### config.mk
export PLATFORM = sky130hd
export DESIGN_NAME = midi_event_message_encoder
export DESIGN_NICKNAME = d
export VERILOG_FILES = /design/src/hw/rtl/mee_pkg.sv /design/src/hw/rtl/mee_front.sv /design/src/hw/rtl/mee_fifo.sv /design/src/hw/rtl/mee_back.sv /design/src/hw/rtl/midi_event_message_encoder.sv
export SDC_FILE = /design/constraint.sdc
export NUM_CORES = 2
export LEC_CHECK = 0
export BUFFER_PORTS_ARGS = -buffer_cell sky130_fd_sc_hd__buf_2
export CAP_MARGIN = 25
export CORE_ASPECT_RATIO = 0.7
export CORE_MARGIN = 1.5
export CORE_UTILIZATION = 40
export DETAILED_ROUTE_END_ITERATION = 10
export MAX_ROUTING_LAYER = met4
export PLACE_DENSITY = 0.59
export RECOVER_POWER = 100
export SYNTH_ARGS = -nofsm -noshare
export SYNTH_HDL_FRONTEND = slang
export SYNTH_SLANG_ARGS = --single-unit
### constraint.sdc
create_clock -name clock -period 9.9 [get_ports clock]
set_input_delay 0 -clock clock [delete_from_list [all_inputs] [get_ports clock]]
set_output_delay 0 -clock clock [all_outputs]
set_load 0.05 [all_outputs]
### src/hw/rtl/mee_pkg.sv
// ----------------------------------------------------------------------------
// mee_pkg
// Shared types, codes and helpers of the MIDI event message encoder.
// ----------------------------------------------------------------------------
package mee_pkg;

   localparam int QueueDepthDefault  = 16;
   localparam int CoarseShiftDefault = 9;
   localparam int FineShiftDefault   = 2;
   localparam int VolumeMaxDefault   = 65535;

   localparam int MaxBytes = 12;

   localparam logic [2:0] KIND_NOTE_ON     = 3'd0;
   localparam logic [2:0] KIND_NOTE_CHANGE = 3'd1;
   localparam logic [2:0] KIND_NOTE_OFF    = 3'd2;
   localparam logic [2:0] KIND_BREATH      = 3'd3;
   localparam logic [2:0] KIND_FLUSH       = 3'd4;
   localparam logic [2:0] KIND_BEND        = 3'd5;
   localparam logic [2:0] KIND_CONTROLLER  = 3'd6;
   localparam logic [2:0] KIND_TICK        = 3'd7;

   localparam logic [2:0] CSR_MIDI_CHANNEL  = 3'd0;
   localparam logic [2:0] CSR_VOLUME_CTRL   = 3'd1;
   localparam logic [2:0] CSR_FINE_ENABLE   = 3'd2;
   localparam logic [2:0] CSR_FIXED_VEL     = 3'd3;
   localparam logic [2:0] CSR_REPEAT_ENABLE = 3'd4;
   localparam logic [2:0] CSR_REPEAT_DELAY  = 3'd5;
   localparam logic [2:0] CSR_OVERRIDE      = 3'd6;

   localparam logic [7:0] ST_NOTE_OFF   = 8'h80;
   localparam logic [7:0] ST_NOTE_ON    = 8'h90;
   localparam logic [7:0] ST_CONTROL    = 8'hB0;
   localparam logic [7:0] ST_AFTERTOUCH = 8'hD0;
   localparam logic [7:0] ST_BEND       = 8'hE0;

   typedef struct packed {
      logic [8*MaxBytes-1:0] vec;
      logic [3:0]            cnt;
   } msg_type;

   function automatic msg_type msg(input logic [23:0] d, input logic [3:0] n);
      msg_type r;
      r.vec = {{(8*MaxBytes-24){1'b0}}, d};
      r.cnt = n;
      return r;
   endfunction

   function automatic msg_type join_msg(input msg_type a, input msg_type b);
      msg_type r;
      r.vec = (a.vec << {b.cnt, 3'b000}) | b.vec;
      r.cnt = a.cnt + b.cnt;
      return r;
   endfunction

endpackage

### src/hw/rtl/mee_front.sv
// ----------------------------------------------------------------------------
// mee_front
// Accepts events, keeps note, volume, bend and repeat ring state, and forms
// the byte word of each event.
// ----------------------------------------------------------------------------
module mee_front #(
   parameter int QUEUE_DEPTH  = mee_pkg::QueueDepthDefault,
   parameter int COARSE_SHIFT = mee_pkg::CoarseShiftDefault,
   parameter int FINE_SHIFT   = mee_pkg::FineShiftDefault,
   parameter int VOLUME_MAX   = mee_pkg::VolumeMaxDefault
) (
   input  logic                  clock,
   input  logic                  reset,
   input  logic                  csr_write,
   input  logic [2:0]            csr_index,
   input  logic [15:0]           csr_data,
   input  logic                  req_valid,
   input  logic                  full,
   input  logic [2:0]            req_kind,
   input  logic [6:0]            req_note_number,
   input  logic signed [16:0]    req_value,
   input  logic [6:0]            req_controller_number,
   output logic                  push,
   output mee_pkg::msg_type      word
);

   localparam int PW = (QUEUE_DEPTH > 1) ? $clog2(QUEUE_DEPTH) : 1;
   localparam logic [PW-1:0] PLAST = PW'(QUEUE_DEPTH - 1);
   localparam logic signed [16:0] VMAX = 17'(VOLUME_MAX);

   logic [4:0]        ch_ff;
   logic signed [7:0] vc_ff;
   logic              fine_ff, rep_ff, ovr_ff;
   logic [6:0]        fixv_ff;
   logic [15:0]       delay_ff;

   logic signed [7:0]  note_ff, note_in;
   logic [15:0]        breath_ff, breath_in, flushed_ff, flushed_in;
   logic [6:0]         lc_ff, lc_in, lf_ff, lf_in;
   logic signed [13:0] bin_ff, bin_in;
   logic [13:0]        bsent_ff, bsent_in;
   logic [31:0]        time_ff, time_in;
   logic [PW-1:0]      rp_ff, rp_in, wp_ff, wp_in;

   logic [7:0]  note_mem [QUEUE_DEPTH];
   logic [31:0] time_mem [QUEUE_DEPTH];
   logic [7:0]  rd_note_ff;
   logic [31:0] rd_time_ff;

   logic              accept, ring_we;
   logic [31:0]       ring_time;
   logic signed [16:0] vol_src;
   logic [6:0]        msb, lsb;
   mee_pkg::msg_type  vacc, acc;
   logic [6:0]        vlc, vlf, vel;
   logic signed [17:0] v18;
   logic signed [13:0] bsat;
   logic [13:0]       bu;
   logic [6:0]        ccv;
   logic [31:0]       diff;
   logic [7:0]        vcp;

   function automatic logic [7:0] status(input logic [7:0] base, input logic [4:0] c);
      return base + {3'b000, c} - 8'd1;
   endfunction

   assign accept = req_valid && !full;
   assign vcp = vc_ff + 8'd32;

   always_ff @(posedge clock) begin
      if (reset) begin
         ch_ff    <= 5'd1;
         vc_ff    <= 8'sd2;
         fine_ff  <= 1'b0;
         fixv_ff  <= 7'd0;
         rep_ff   <= 1'b1;
         delay_ff <= 16'd1000;
         ovr_ff   <= 1'b0;
      end else if (csr_write) begin
         unique case (csr_index)
            mee_pkg::CSR_MIDI_CHANNEL:  ch_ff    <= csr_data[4:0];
            mee_pkg::CSR_VOLUME_CTRL:   vc_ff    <= csr_data[7:0];
            mee_pkg::CSR_FINE_ENABLE:   fine_ff  <= csr_data[0];
            mee_pkg::CSR_FIXED_VEL:     fixv_ff  <= csr_data[6:0];
            mee_pkg::CSR_REPEAT_ENABLE: rep_ff   <= csr_data[0];
            mee_pkg::CSR_REPEAT_DELAY:  delay_ff <= csr_data;
            mee_pkg::CSR_OVERRIDE:      ovr_ff   <= csr_data[0];
            default: ;
         endcase
      end
   end

   always_comb begin
      vol_src = (req_kind == mee_pkg::KIND_NOTE_OFF) ? 17'sd0 :
                (req_kind == mee_pkg::KIND_FLUSH) ? $signed({1'b0, breath_ff}) : req_value;
      msb  = 7'(vol_src >>> COARSE_SHIFT);
      lsb  = 7'(vol_src >>> FINE_SHIFT);
      vacc = '0;
      vlc  = lc_ff;
      vlf  = lf_ff;
      if (note_ff >= 0) begin
         if (vc_ff > 0) begin
            if (lc_ff != msb)
               vacc = mee_pkg::join_msg(vacc, mee_pkg::msg({status(mee_pkg::ST_CONTROL,
                  ch_ff), vc_ff, 1'b0, msb}, 4'd3));
            if (fine_ff) begin
               if (lf_ff != lsb)
                  vacc = mee_pkg::join_msg(vacc, mee_pkg::msg({status(mee_pkg::ST_CONTROL,
                     ch_ff), vcp, 1'b0, lsb}, 4'd3));
               vlf = lsb;
            end
         end else if (vc_ff == 0) begin
            if (lc_ff != msb)
               vacc = mee_pkg::msg({8'h00, status(mee_pkg::ST_AFTERTOUCH, ch_ff), 1'b0, msb},
                  4'd2);
         end
         vlc = msb;
      end

      note_in    = note_ff;
      breath_in  = breath_ff;
      flushed_in = flushed_ff;
      lc_in      = lc_ff;
      lf_in      = lf_ff;
      bin_in     = bin_ff;
      bsent_in   = bsent_ff;
      time_in    = time_ff;
      rp_in      = rp_ff;
      wp_in      = wp_ff;
      ring_we    = 1'b0;
      ring_time  = time_ff + {16'h0000, delay_ff};
      acc        = '0;
      vel        = 7'd0;
      v18        = 18'sd0;
      bsat       = 14'sd0;
      bu         = 14'd0;
      ccv        = 7'd0;
      diff       = 32'd0;

      if (accept) begin
         unique case (req_kind)
            mee_pkg::KIND_NOTE_ON: begin
               if (ovr_ff) begin
                  note_in = {1'b0, req_note_number};
               end else begin
                  if (note_ff > 0)
                     acc = mee_pkg::msg({status(mee_pkg::ST_NOTE_OFF, ch_ff), 1'b0,
                        note_ff[6:0], 8'h00}, 4'd3);
                  acc   = mee_pkg::join_msg(acc, vacc);
                  lc_in = vlc;
                  lf_in = vlf;
                  v18   = 18'(req_value >>> COARSE_SHIFT) + 18'sd1;
                  if (v18 > 18'sd127) v18 = 18'sd127;
                  vel = (fixv_ff != 7'd0) ? fixv_ff : v18[6:0];
                  acc = mee_pkg::join_msg(acc, mee_pkg::msg({status(mee_pkg::ST_NOTE_ON,
                     ch_ff), 1'b0, req_note_number, 1'b0, vel}, 4'd3));
                  note_in = {1'b0, req_note_number};
               end
            end
            mee_pkg::KIND_NOTE_CHANGE: begin
               ring_we = rep_ff;
               vel = (fixv_ff != 7'd0) ? fixv_ff : 7'(req_value >>> COARSE_SHIFT);
               acc = mee_pkg::msg({status(mee_pkg::ST_NOTE_ON, ch_ff), 1'b0, req_note_number,
                  1'b0, vel}, 4'd3);
               if (note_ff > 0)
                  acc = mee_pkg::join_msg(acc, mee_pkg::msg({status(mee_pkg::ST_NOTE_OFF,
                     ch_ff), 1'b0, note_ff[6:0], 1'b0, vel}, 4'd3));
               note_in = {1'b0, req_note_number};
            end
            mee_pkg::KIND_NOTE_OFF: begin
               breath_in = 16'd0;
               acc   = vacc;
               lc_in = vlc;
               lf_in = vlf;
               if (note_ff > 0)
                  acc = mee_pkg::join_msg(acc, mee_pkg::msg({status(mee_pkg::ST_NOTE_OFF,
                     ch_ff), 1'b0, note_ff[6:0], 8'h00}, 4'd3));
               ring_we = rep_ff;
               note_in = -8'sd1;
            end
            mee_pkg::KIND_BREATH: begin
               if (req_value < 0) breath_in = 16'd0;
               else if (req_value > VMAX) breath_in = VMAX[15:0];
               else breath_in = req_value[15:0];
            end
            mee_pkg::KIND_FLUSH: begin
               if (flushed_ff != breath_ff) begin
                  acc        = vacc;
                  lc_in      = vlc;
                  lf_in      = vlf;
                  flushed_in = breath_ff;
               end
            end
            mee_pkg::KIND_BEND: begin
               if (req_value < -17'sd8192) bsat = -14'sd8192;
               else if (req_value > 17'sd8191) bsat = 14'sd8191;
               else bsat = req_value[13:0];
               bu = bsat + 14'h2000;
               if (bsat != bin_ff) begin
                  bin_in = bsat;
                  if (bu != bsent_ff) begin
                     bsent_in = bu;
                     acc = mee_pkg::msg({status(mee_pkg::ST_BEND, ch_ff), 1'b0, bu[6:0],
                        1'b0, bu[13:7]}, 4'd3);
                  end
               end
            end
            mee_pkg::KIND_CONTROLLER: begin
               if (req_value < 0) ccv = 7'd0;
               else if (req_value > 17'sd127) ccv = 7'd127;
               else ccv = req_value[6:0];
               acc = mee_pkg::msg({status(mee_pkg::ST_CONTROL, ch_ff), 1'b0,
                  req_controller_number, 1'b0, ccv}, 4'd3);
            end
            mee_pkg::KIND_TICK: begin
               time_in = time_ff + 32'd1;
               diff    = time_in - rd_time_ff;
               if (rp_ff != wp_ff && !diff[31]) begin
                  rp_in = (rp_ff == PLAST) ? '0 : rp_ff + 1'b1;
                  if ($signed(rd_note_ff) > 0 && $signed(rd_note_ff) != note_ff)
                     acc = mee_pkg::msg({status(mee_pkg::ST_NOTE_OFF, ch_ff), 1'b0,
                        rd_note_ff[6:0], 8'h00}, 4'd3);
               end
            end
            default: ;
         endcase
         if (ring_we) wp_in = (wp_ff == PLAST) ? '0 : wp_ff + 1'b1;
      end
   end

   assign push = accept && (acc.cnt != 4'd0);
   assign word = acc;

   always_ff @(posedge clock) begin
      if (reset) begin
         note_ff    <= -8'sd1;
         breath_ff  <= 16'd0;
         flushed_ff <= 16'd0;
         lc_ff      <= 7'd0;
         lf_ff      <= 7'd0;
         bin_ff     <= 14'sd0;
         bsent_ff   <= 14'd0;
         time_ff    <= 32'd0;
         rp_ff      <= '0;
         wp_ff      <= '0;
      end else begin
         note_ff    <= note_in;
         breath_ff  <= breath_in;
         flushed_ff <= flushed_in;
         lc_ff      <= lc_in;
         lf_ff      <= lf_in;
         bin_ff     <= bin_in;
         bsent_ff   <= bsent_in;
         time_ff    <= time_in;
         rp_ff      <= rp_in;
         wp_ff      <= wp_in;
      end
   end

   always_ff @(posedge clock) begin
      if (ring_we) begin
         note_mem[wp_ff] <= note_ff;
         time_mem[wp_ff] <= ring_time;
      end
      if (ring_we && wp_ff == rp_in) begin
         rd_note_ff <= note_ff;
         rd_time_ff <= ring_time;
      end else begin
         rd_note_ff <= note_mem[rp_in];
         rd_time_ff <= time_mem[rp_in];
      end
   end

endmodule

### src/hw/rtl/mee_fifo.sv
// ----------------------------------------------------------------------------
// mee_fifo
// Two-entry queue of byte words between the front and the back.
// ----------------------------------------------------------------------------
module mee_fifo (
   input  logic             clock,
   input  logic             reset,
   input  logic             push,
   input  mee_pkg::msg_type push_word,
   input  logic             pop,
   output logic             full,
   output logic             not_empty,
   output mee_pkg::msg_type head
);

   logic [1:0]       cnt_ff, cnt_in;
   mee_pkg::msg_type slot0_ff, slot1_ff;
   logic             to_slot0;

   assign full      = cnt_ff == 2'd2;
   assign not_empty = cnt_ff != 2'd0;
   assign head      = slot0_ff;
   assign cnt_in    = cnt_ff + {1'b0, push} - {1'b0, pop};
   assign to_slot0  = push && (cnt_ff == 2'd0 || (cnt_ff == 2'd1 && pop));

   always_ff @(posedge clock) begin
      if (reset) cnt_ff <= 2'd0;
      else cnt_ff <= cnt_in;
   end

   always_ff @(posedge clock) begin
      if (to_slot0) slot0_ff <= push_word;
      else if (pop) slot0_ff <= slot1_ff;
      if (push && !to_slot0) slot1_ff <= push_word;
   end

endmodule

### src/hw/rtl/mee_back.sv
// ----------------------------------------------------------------------------
// mee_back
// Takes byte words from the queue and sends them one byte at a time.
// ----------------------------------------------------------------------------
module mee_back (
   input  logic             clock,
   input  logic             reset,
   input  logic             not_empty,
   input  mee_pkg::msg_type head,
   output logic             pop,
   input  logic             rsp_stall,
   output logic             rsp_valid,
   output logic [7:0]       rsp_midi_byte,
   output logic             rsp_last_byte
);

   mee_pkg::msg_type word_ff;
   logic [3:0]       rem_ff, rem_in;
   logic             valid_ff, valid_in, advance;
   logic [7:0]       byte_ff;
   logic             last_ff;

   assign advance = !valid_ff || !rsp_stall;
   assign pop     = not_empty && (rem_ff == 4'd0 || (rem_ff == 4'd1 && advance));

   always_comb begin
      rem_in   = rem_ff;
      valid_in = valid_ff;
      if (advance) begin
         valid_in = rem_ff != 4'd0;
         if (rem_ff != 4'd0) rem_in = rem_ff - 4'd1;
      end
      if (pop) rem_in = head.cnt;
   end

   always_ff @(posedge clock) begin
      if (reset) begin
         rem_ff   <= 4'd0;
         valid_ff <= 1'b0;
      end else begin
         rem_ff   <= rem_in;
         valid_ff <= valid_in;
      end
   end

   always_ff @(posedge clock) begin
      if (pop) word_ff <= head;
      if (advance && rem_ff != 4'd0) begin
         byte_ff <= word_ff.vec[{rem_ff - 4'd1, 3'b000} +: 8];
         last_ff <= rem_ff == 4'd1;
      end
   end

   assign rsp_valid     = valid_ff;
   assign rsp_midi_byte = byte_ff;
   assign rsp_last_byte = last_ff;

endmodule

### src/hw/rtl/midi_event_message_encoder.sv
// ----------------------------------------------------------------------------
// midi_event_message_encoder
// Instrument events in, serial MIDI bytes out.
// ----------------------------------------------------------------------------
// Each event is taken when the queue is not full and turned into up to twelve
// MIDI bytes, which leave one per cycle while rsp_stall is low, with last_byte
// marking the final byte of the event. A two-word queue lets a following event
// be taken while earlier bytes drain, and events that produce no bytes (breath,
// unchanged bend or flush, quiet ticks) put no word in the queue. Configuration
// is to be written only while idle by the user; the block does not enforce it.
module midi_event_message_encoder #(
   parameter int QUEUE_DEPTH  = mee_pkg::QueueDepthDefault,
   parameter int COARSE_SHIFT = mee_pkg::CoarseShiftDefault,
   parameter int FINE_SHIFT   = mee_pkg::FineShiftDefault,
   parameter int VOLUME_MAX   = mee_pkg::VolumeMaxDefault
) (
   input  logic               clock,
   input  logic               reset,
   input  logic               csr_write,
   input  logic [2:0]         csr_index,
   input  logic [15:0]        csr_data,
   input  logic               req_valid,
   output logic               req_stall,
   input  logic [2:0]         req_kind,
   input  logic [6:0]         req_note_number,
   input  logic signed [16:0] req_value,
   input  logic [6:0]         req_controller_number,
   output logic               rsp_valid,
   input  logic               rsp_stall,
   output logic [7:0]         rsp_midi_byte,
   output logic               rsp_last_byte
);

   logic             push, pop, full, not_empty;
   mee_pkg::msg_type word, head;

   assign req_stall = full;

   mee_front #(
      .QUEUE_DEPTH(QUEUE_DEPTH), .COARSE_SHIFT(COARSE_SHIFT),
      .FINE_SHIFT(FINE_SHIFT), .VOLUME_MAX(VOLUME_MAX)
   ) u_front (
      .clock, .reset, .csr_write, .csr_index, .csr_data, .req_valid, .full,
      .req_kind, .req_note_number, .req_value, .req_controller_number,
      .push, .word
   );

   mee_fifo u_fifo (
      .clock, .reset, .push, .push_word(word), .pop, .full, .not_empty, .head
   );

   mee_back u_back (
      .clock, .reset, .not_empty, .head, .pop, .rsp_stall, .rsp_valid,
      .rsp_midi_byte, .rsp_last_byte
   );

endmodule

==> impl_metrics.ini <==
[outcome]
outcome = complete, but fails checks
violations = max-capacitance violations, max-slew violations

[synth]
yosys.area_share.simple_pct = 8.05
synthTopCellsByArea = edfxtp_1, mux4_2, dfxtp_1
yosysTopAreaCellShare_pct = 57.3
synth-seq-area-share_pct = 64.3
synth_xor_area_share_pct = 2.76
synth_area_um2 = 49200
synth_cell_types = 89
synth.net_count = 3482
synthMuxAreaShare_pct = 13.7
synth_top_family_by_area = multiplexers
yosys_warnings = 0
synth_common_cells = edfxtp_1, nor2_1, nand2_1
synth-compound-area-share_pct = 7.17
yosysMostFrequentCell = edfxtp_1
yosys.area.top_type = edfxtp_1
syn_avg_cell_area_um2 = 14.7
ys_async_sr_fraction_pct = 0
synthFlopType = edfxtp_1
synth_adder_area_share_pct = 1.76
syn-instance-count = 3356
synth_seq_cells = 1111
synth_edf_count = 939

[clocking]
cts_tree = done
cts_made_buffers = 107
clkTransAtPathRegs_ns = 0.06
cts_buffer_depth = 3
clock_sinks = 1111
htreeDepth = 3
cts_setup_buffers = 0
root_buffer = clkbuf_16
cts_hold_buffers = 73
cts.repair.resized = 0
clk_latency_ns = 0.76

[power_and_ir_drop]
clkPwrFrac_pct = 35.7
p_int_uw = 8450
pwr-share-comb_pct = 14.5
p_switching_uw = 3090
seq_power_share_pct = 49.7
irDropWorstVdd_v = 0.000209
power_density_nw_per_um2 = 207
switching_share_pct = 26.8
p_leak_uw = 0.0181

[worst_setup_path]
cp_data_required_time_ns = 10.21
reg2reg_depth = 17
slowest_stage = clkbuf_1
max_stage_delay_ns = 1.04
crit_path_start_kind = primary input
critical_path.top_delay_family = simple AND/OR/NAND/NOR gates
path_cells = clkbuf_1, nor2b_1, a221oi_1, clkbuf_1, xnor2_1, nor4_1, nand2_1, ha_1, o21ai_0, a31oi_1, inv_1, nand2_1, ha_1, inv_1, fa_1, o22a_1, a21oi_1, or2_0, o311a_4, or2_4, buf_12
critPathCaptureType = flip-flop
r2r_end = u_fifo.head[36]
crit_fanout = 81
ff2ff_setup_slack_ns = 2.35
path_class = primary input to flip-flop
crit_arrival_ns = 8.19
cp_num_buf_inv = 5

[routing]
wirelength_mm = 135
firstDrtPassIters = 10
wl_per_cell_um = 25.7
vias = 30400
dr.first_iter.drc_count = 4225
route.detailed.drc = 0
ant_nets = 0
vias_per_cell = 5.79

[final_layout]
nets = 3642
nFillCells = 10700
design_area_um2 = 55700
drive_gt1_share_pct = 16.3
syn2layout_area_growth_pct = 13.2

[placement]
post_dp_cell_area_um2 = 51700
hpwl_mm = 86.9
gp_congestion = 0.980
port_buffers = 68

[timing]
fin_crit_sh_pct = 79.6
slew_violations = 891
tns_ns = 0
tightest_slew_ns = 4.24
rsz0062_at_grt = false
setup_viol = 0
max_freq_mhz = 127
fin_crit_ns = 7.88
hold_viol = 0
relSlewSlack_pct = -183
clock_skew_ns = 0.0983

[worst_hold_path]
hold_start = req_kind[0]
holdPathEnd = u_front.lc_ff[6]
min_path_cells = 4
hp-class = primary input to flip-flop

[floorplanning]
core_um2 = 122000
ios = 69
die_area_um2 = 125000
fp.dieW_um = 422
num_rows = 107
floorplan.die.height_um = 296
initial_core_util_pct = 40.4

[global_route]
overflow = 0
grt_antenna_before_repair = 4
grt_max_degree = 112
grt_pass1_vias = 28300
gr-usage-all-layers_pct = 21.9
grt_pass1_wl_mm = 198

[run]
max_cap_violations = 30
## layer usage
layer	global-route usage, %	part of all wire (%)	vias up	wire length, µm
li1	-	-	13400	-
met4	4.11	1.5	0	1970
met5	-	0	-	0
met3	4.40	8.8	146	11800
met2	29.0	41	1287	55400
met1	34.5	49	15600	65500
## how the worst max path moves through the flow
stage                     start  cells after the start                   to  slack (ns)
6_report            req_kind[2]                     21      u_fifo.head[36]        2.02
3_5_place_dp          flip-flop                     17      u_fifo.head[47]        2.59
5_1_grt             req_kind[2]                     21      u_fifo.head[47]        1.26
3_3_place_gp          flip-flop                     17      u_fifo.head[60]        2.63
4_1_cts               flip-flop                     17  u_fifo.slot1_ff[92]        2.51
2_1_floorplan  u_back.rem_ff[0]                      8       u_fifo.head[0]        1.92
## worst reg2reg max path, cell delays in order, from the launching register on
cell and delay [ns]:
dfxtp_4 0.82, buf_4 0.75, mux4_2 0.64, mux4_2 0.48
inv_1 0.07, ha_1 0.15, nand2_1 0.07, nor3_1 0.48
o211ai_1 0.18, o311ai_0 0.56, a31oi_1 0.20, xnor2_1 0.35
nand3_1 0.12, clkbuf_1 0.38, o211ai_1 0.33, o311a_4 0.65
or2_4 0.40, buf_12 0.40
## cells in the final DEF, fill, tap and decap left out, types with 20 or more instances in the layout
cell and instances:
mux2_2 88, o21a_1 21, mux2i_1 96, clkbuf_1 107
nand2_1 218, mux4_2 206, xnor2_1 80, o22ai_1 28
inv_1 70, clkinv_1 23, nand3_1 84, buf_2 55
xor2_1 74, dlygate4sd3_1 73, dfxtp_1 168, nor2b_1 25
a21o_1 20, and3_1 24, edfxtp_1 939, clkbuf_16 107
a21oi_1 134, nand4_1 24, a211oi_1 32, ha_1 66
nor3b_1 20, nor3_1 55, or3_1 20, nor4_1 31
nor2_1 250, a22oi_1 31, o21ai_0 82, buf_4 28
## sequential cells by signal, summed over array words and instances, names as in the netlist, 7 cells and up, named ones only
name	cells
u_front.vc_ff	8
u_front.bin_ff	14
u_front.note_mem	128
u_front.delay_ff	16
u_front.fixv_ff	7
u_front.lc_ff	7
u_fifo.head	98
u_front.time_ff	32
u_front.note_ff	8
u_fifo.slot1_ff	98
u_back.rsp_midi_byte	8
u_back.word_ff	94
u_front.flushed_ff	16
u_front.lf_ff	7
u_front.breath_ff	16
u_front.bsent_ff	14
u_front.time_mem	512
## kinds of logic (layout without fill, tap and decap cells)
group | after synthesis | after routing
flops | 1111 | 1111
simple gates | 835 | 835
compound gates | 519 | 519
mux | 402 | 402
buf+inv | 266 | 521
xor+xnor | 155 | 155
fa+ha+maj | 68 | 68
other cells | 0 | 2
## power groups by stage
stage	Sequential, µW	Combinational, µW	Clock [µW]
3_3_place_gp	5830	1660	0
5_1_grt	5780	1810	4390
3_5_place_dp	5840	1670	0
4_1_cts	5740	1700	4210
2_1_floorplan	5880	1040	0
6_report	5740	1680	4130
## cell type report
cell class,count,area (µm²),share of cell area (%)
Timing Repair Buffer,243,1640,2.94
Tap cell,1635,2050,3.67
Inverter,74,278,0.499
Multi-Input combinational cell,1979,16500,29.6
Sequential cell,1111,31700,56.8
Clock buffer,141,2890,5.18
Antenna cell,2,5.00,0.00899
Clock inverter,63,689,1.24
## metrics by stage
step / hold WS, ns / setup slack [ns] / std cells / util [%] / power (µW)
floorplan: 0.124 / 1.92 / 3356 / - / 6930
global placement: 0.246 / 2.63 / 4945 / 42.4 / 7490
detailed placement: 0.249 / 2.59 / 4952 / 42.4 / 7520
CTS: 0.0132 / 2.51 / 5229 / 46.0 / 11700
global route: 0.0733 / 1.26 / 5247 / 45.7 / 12000
finish: 0.0722 / 2.02 / 5248 / 45.7 / 11500
(Power assumes the default switching activity.)
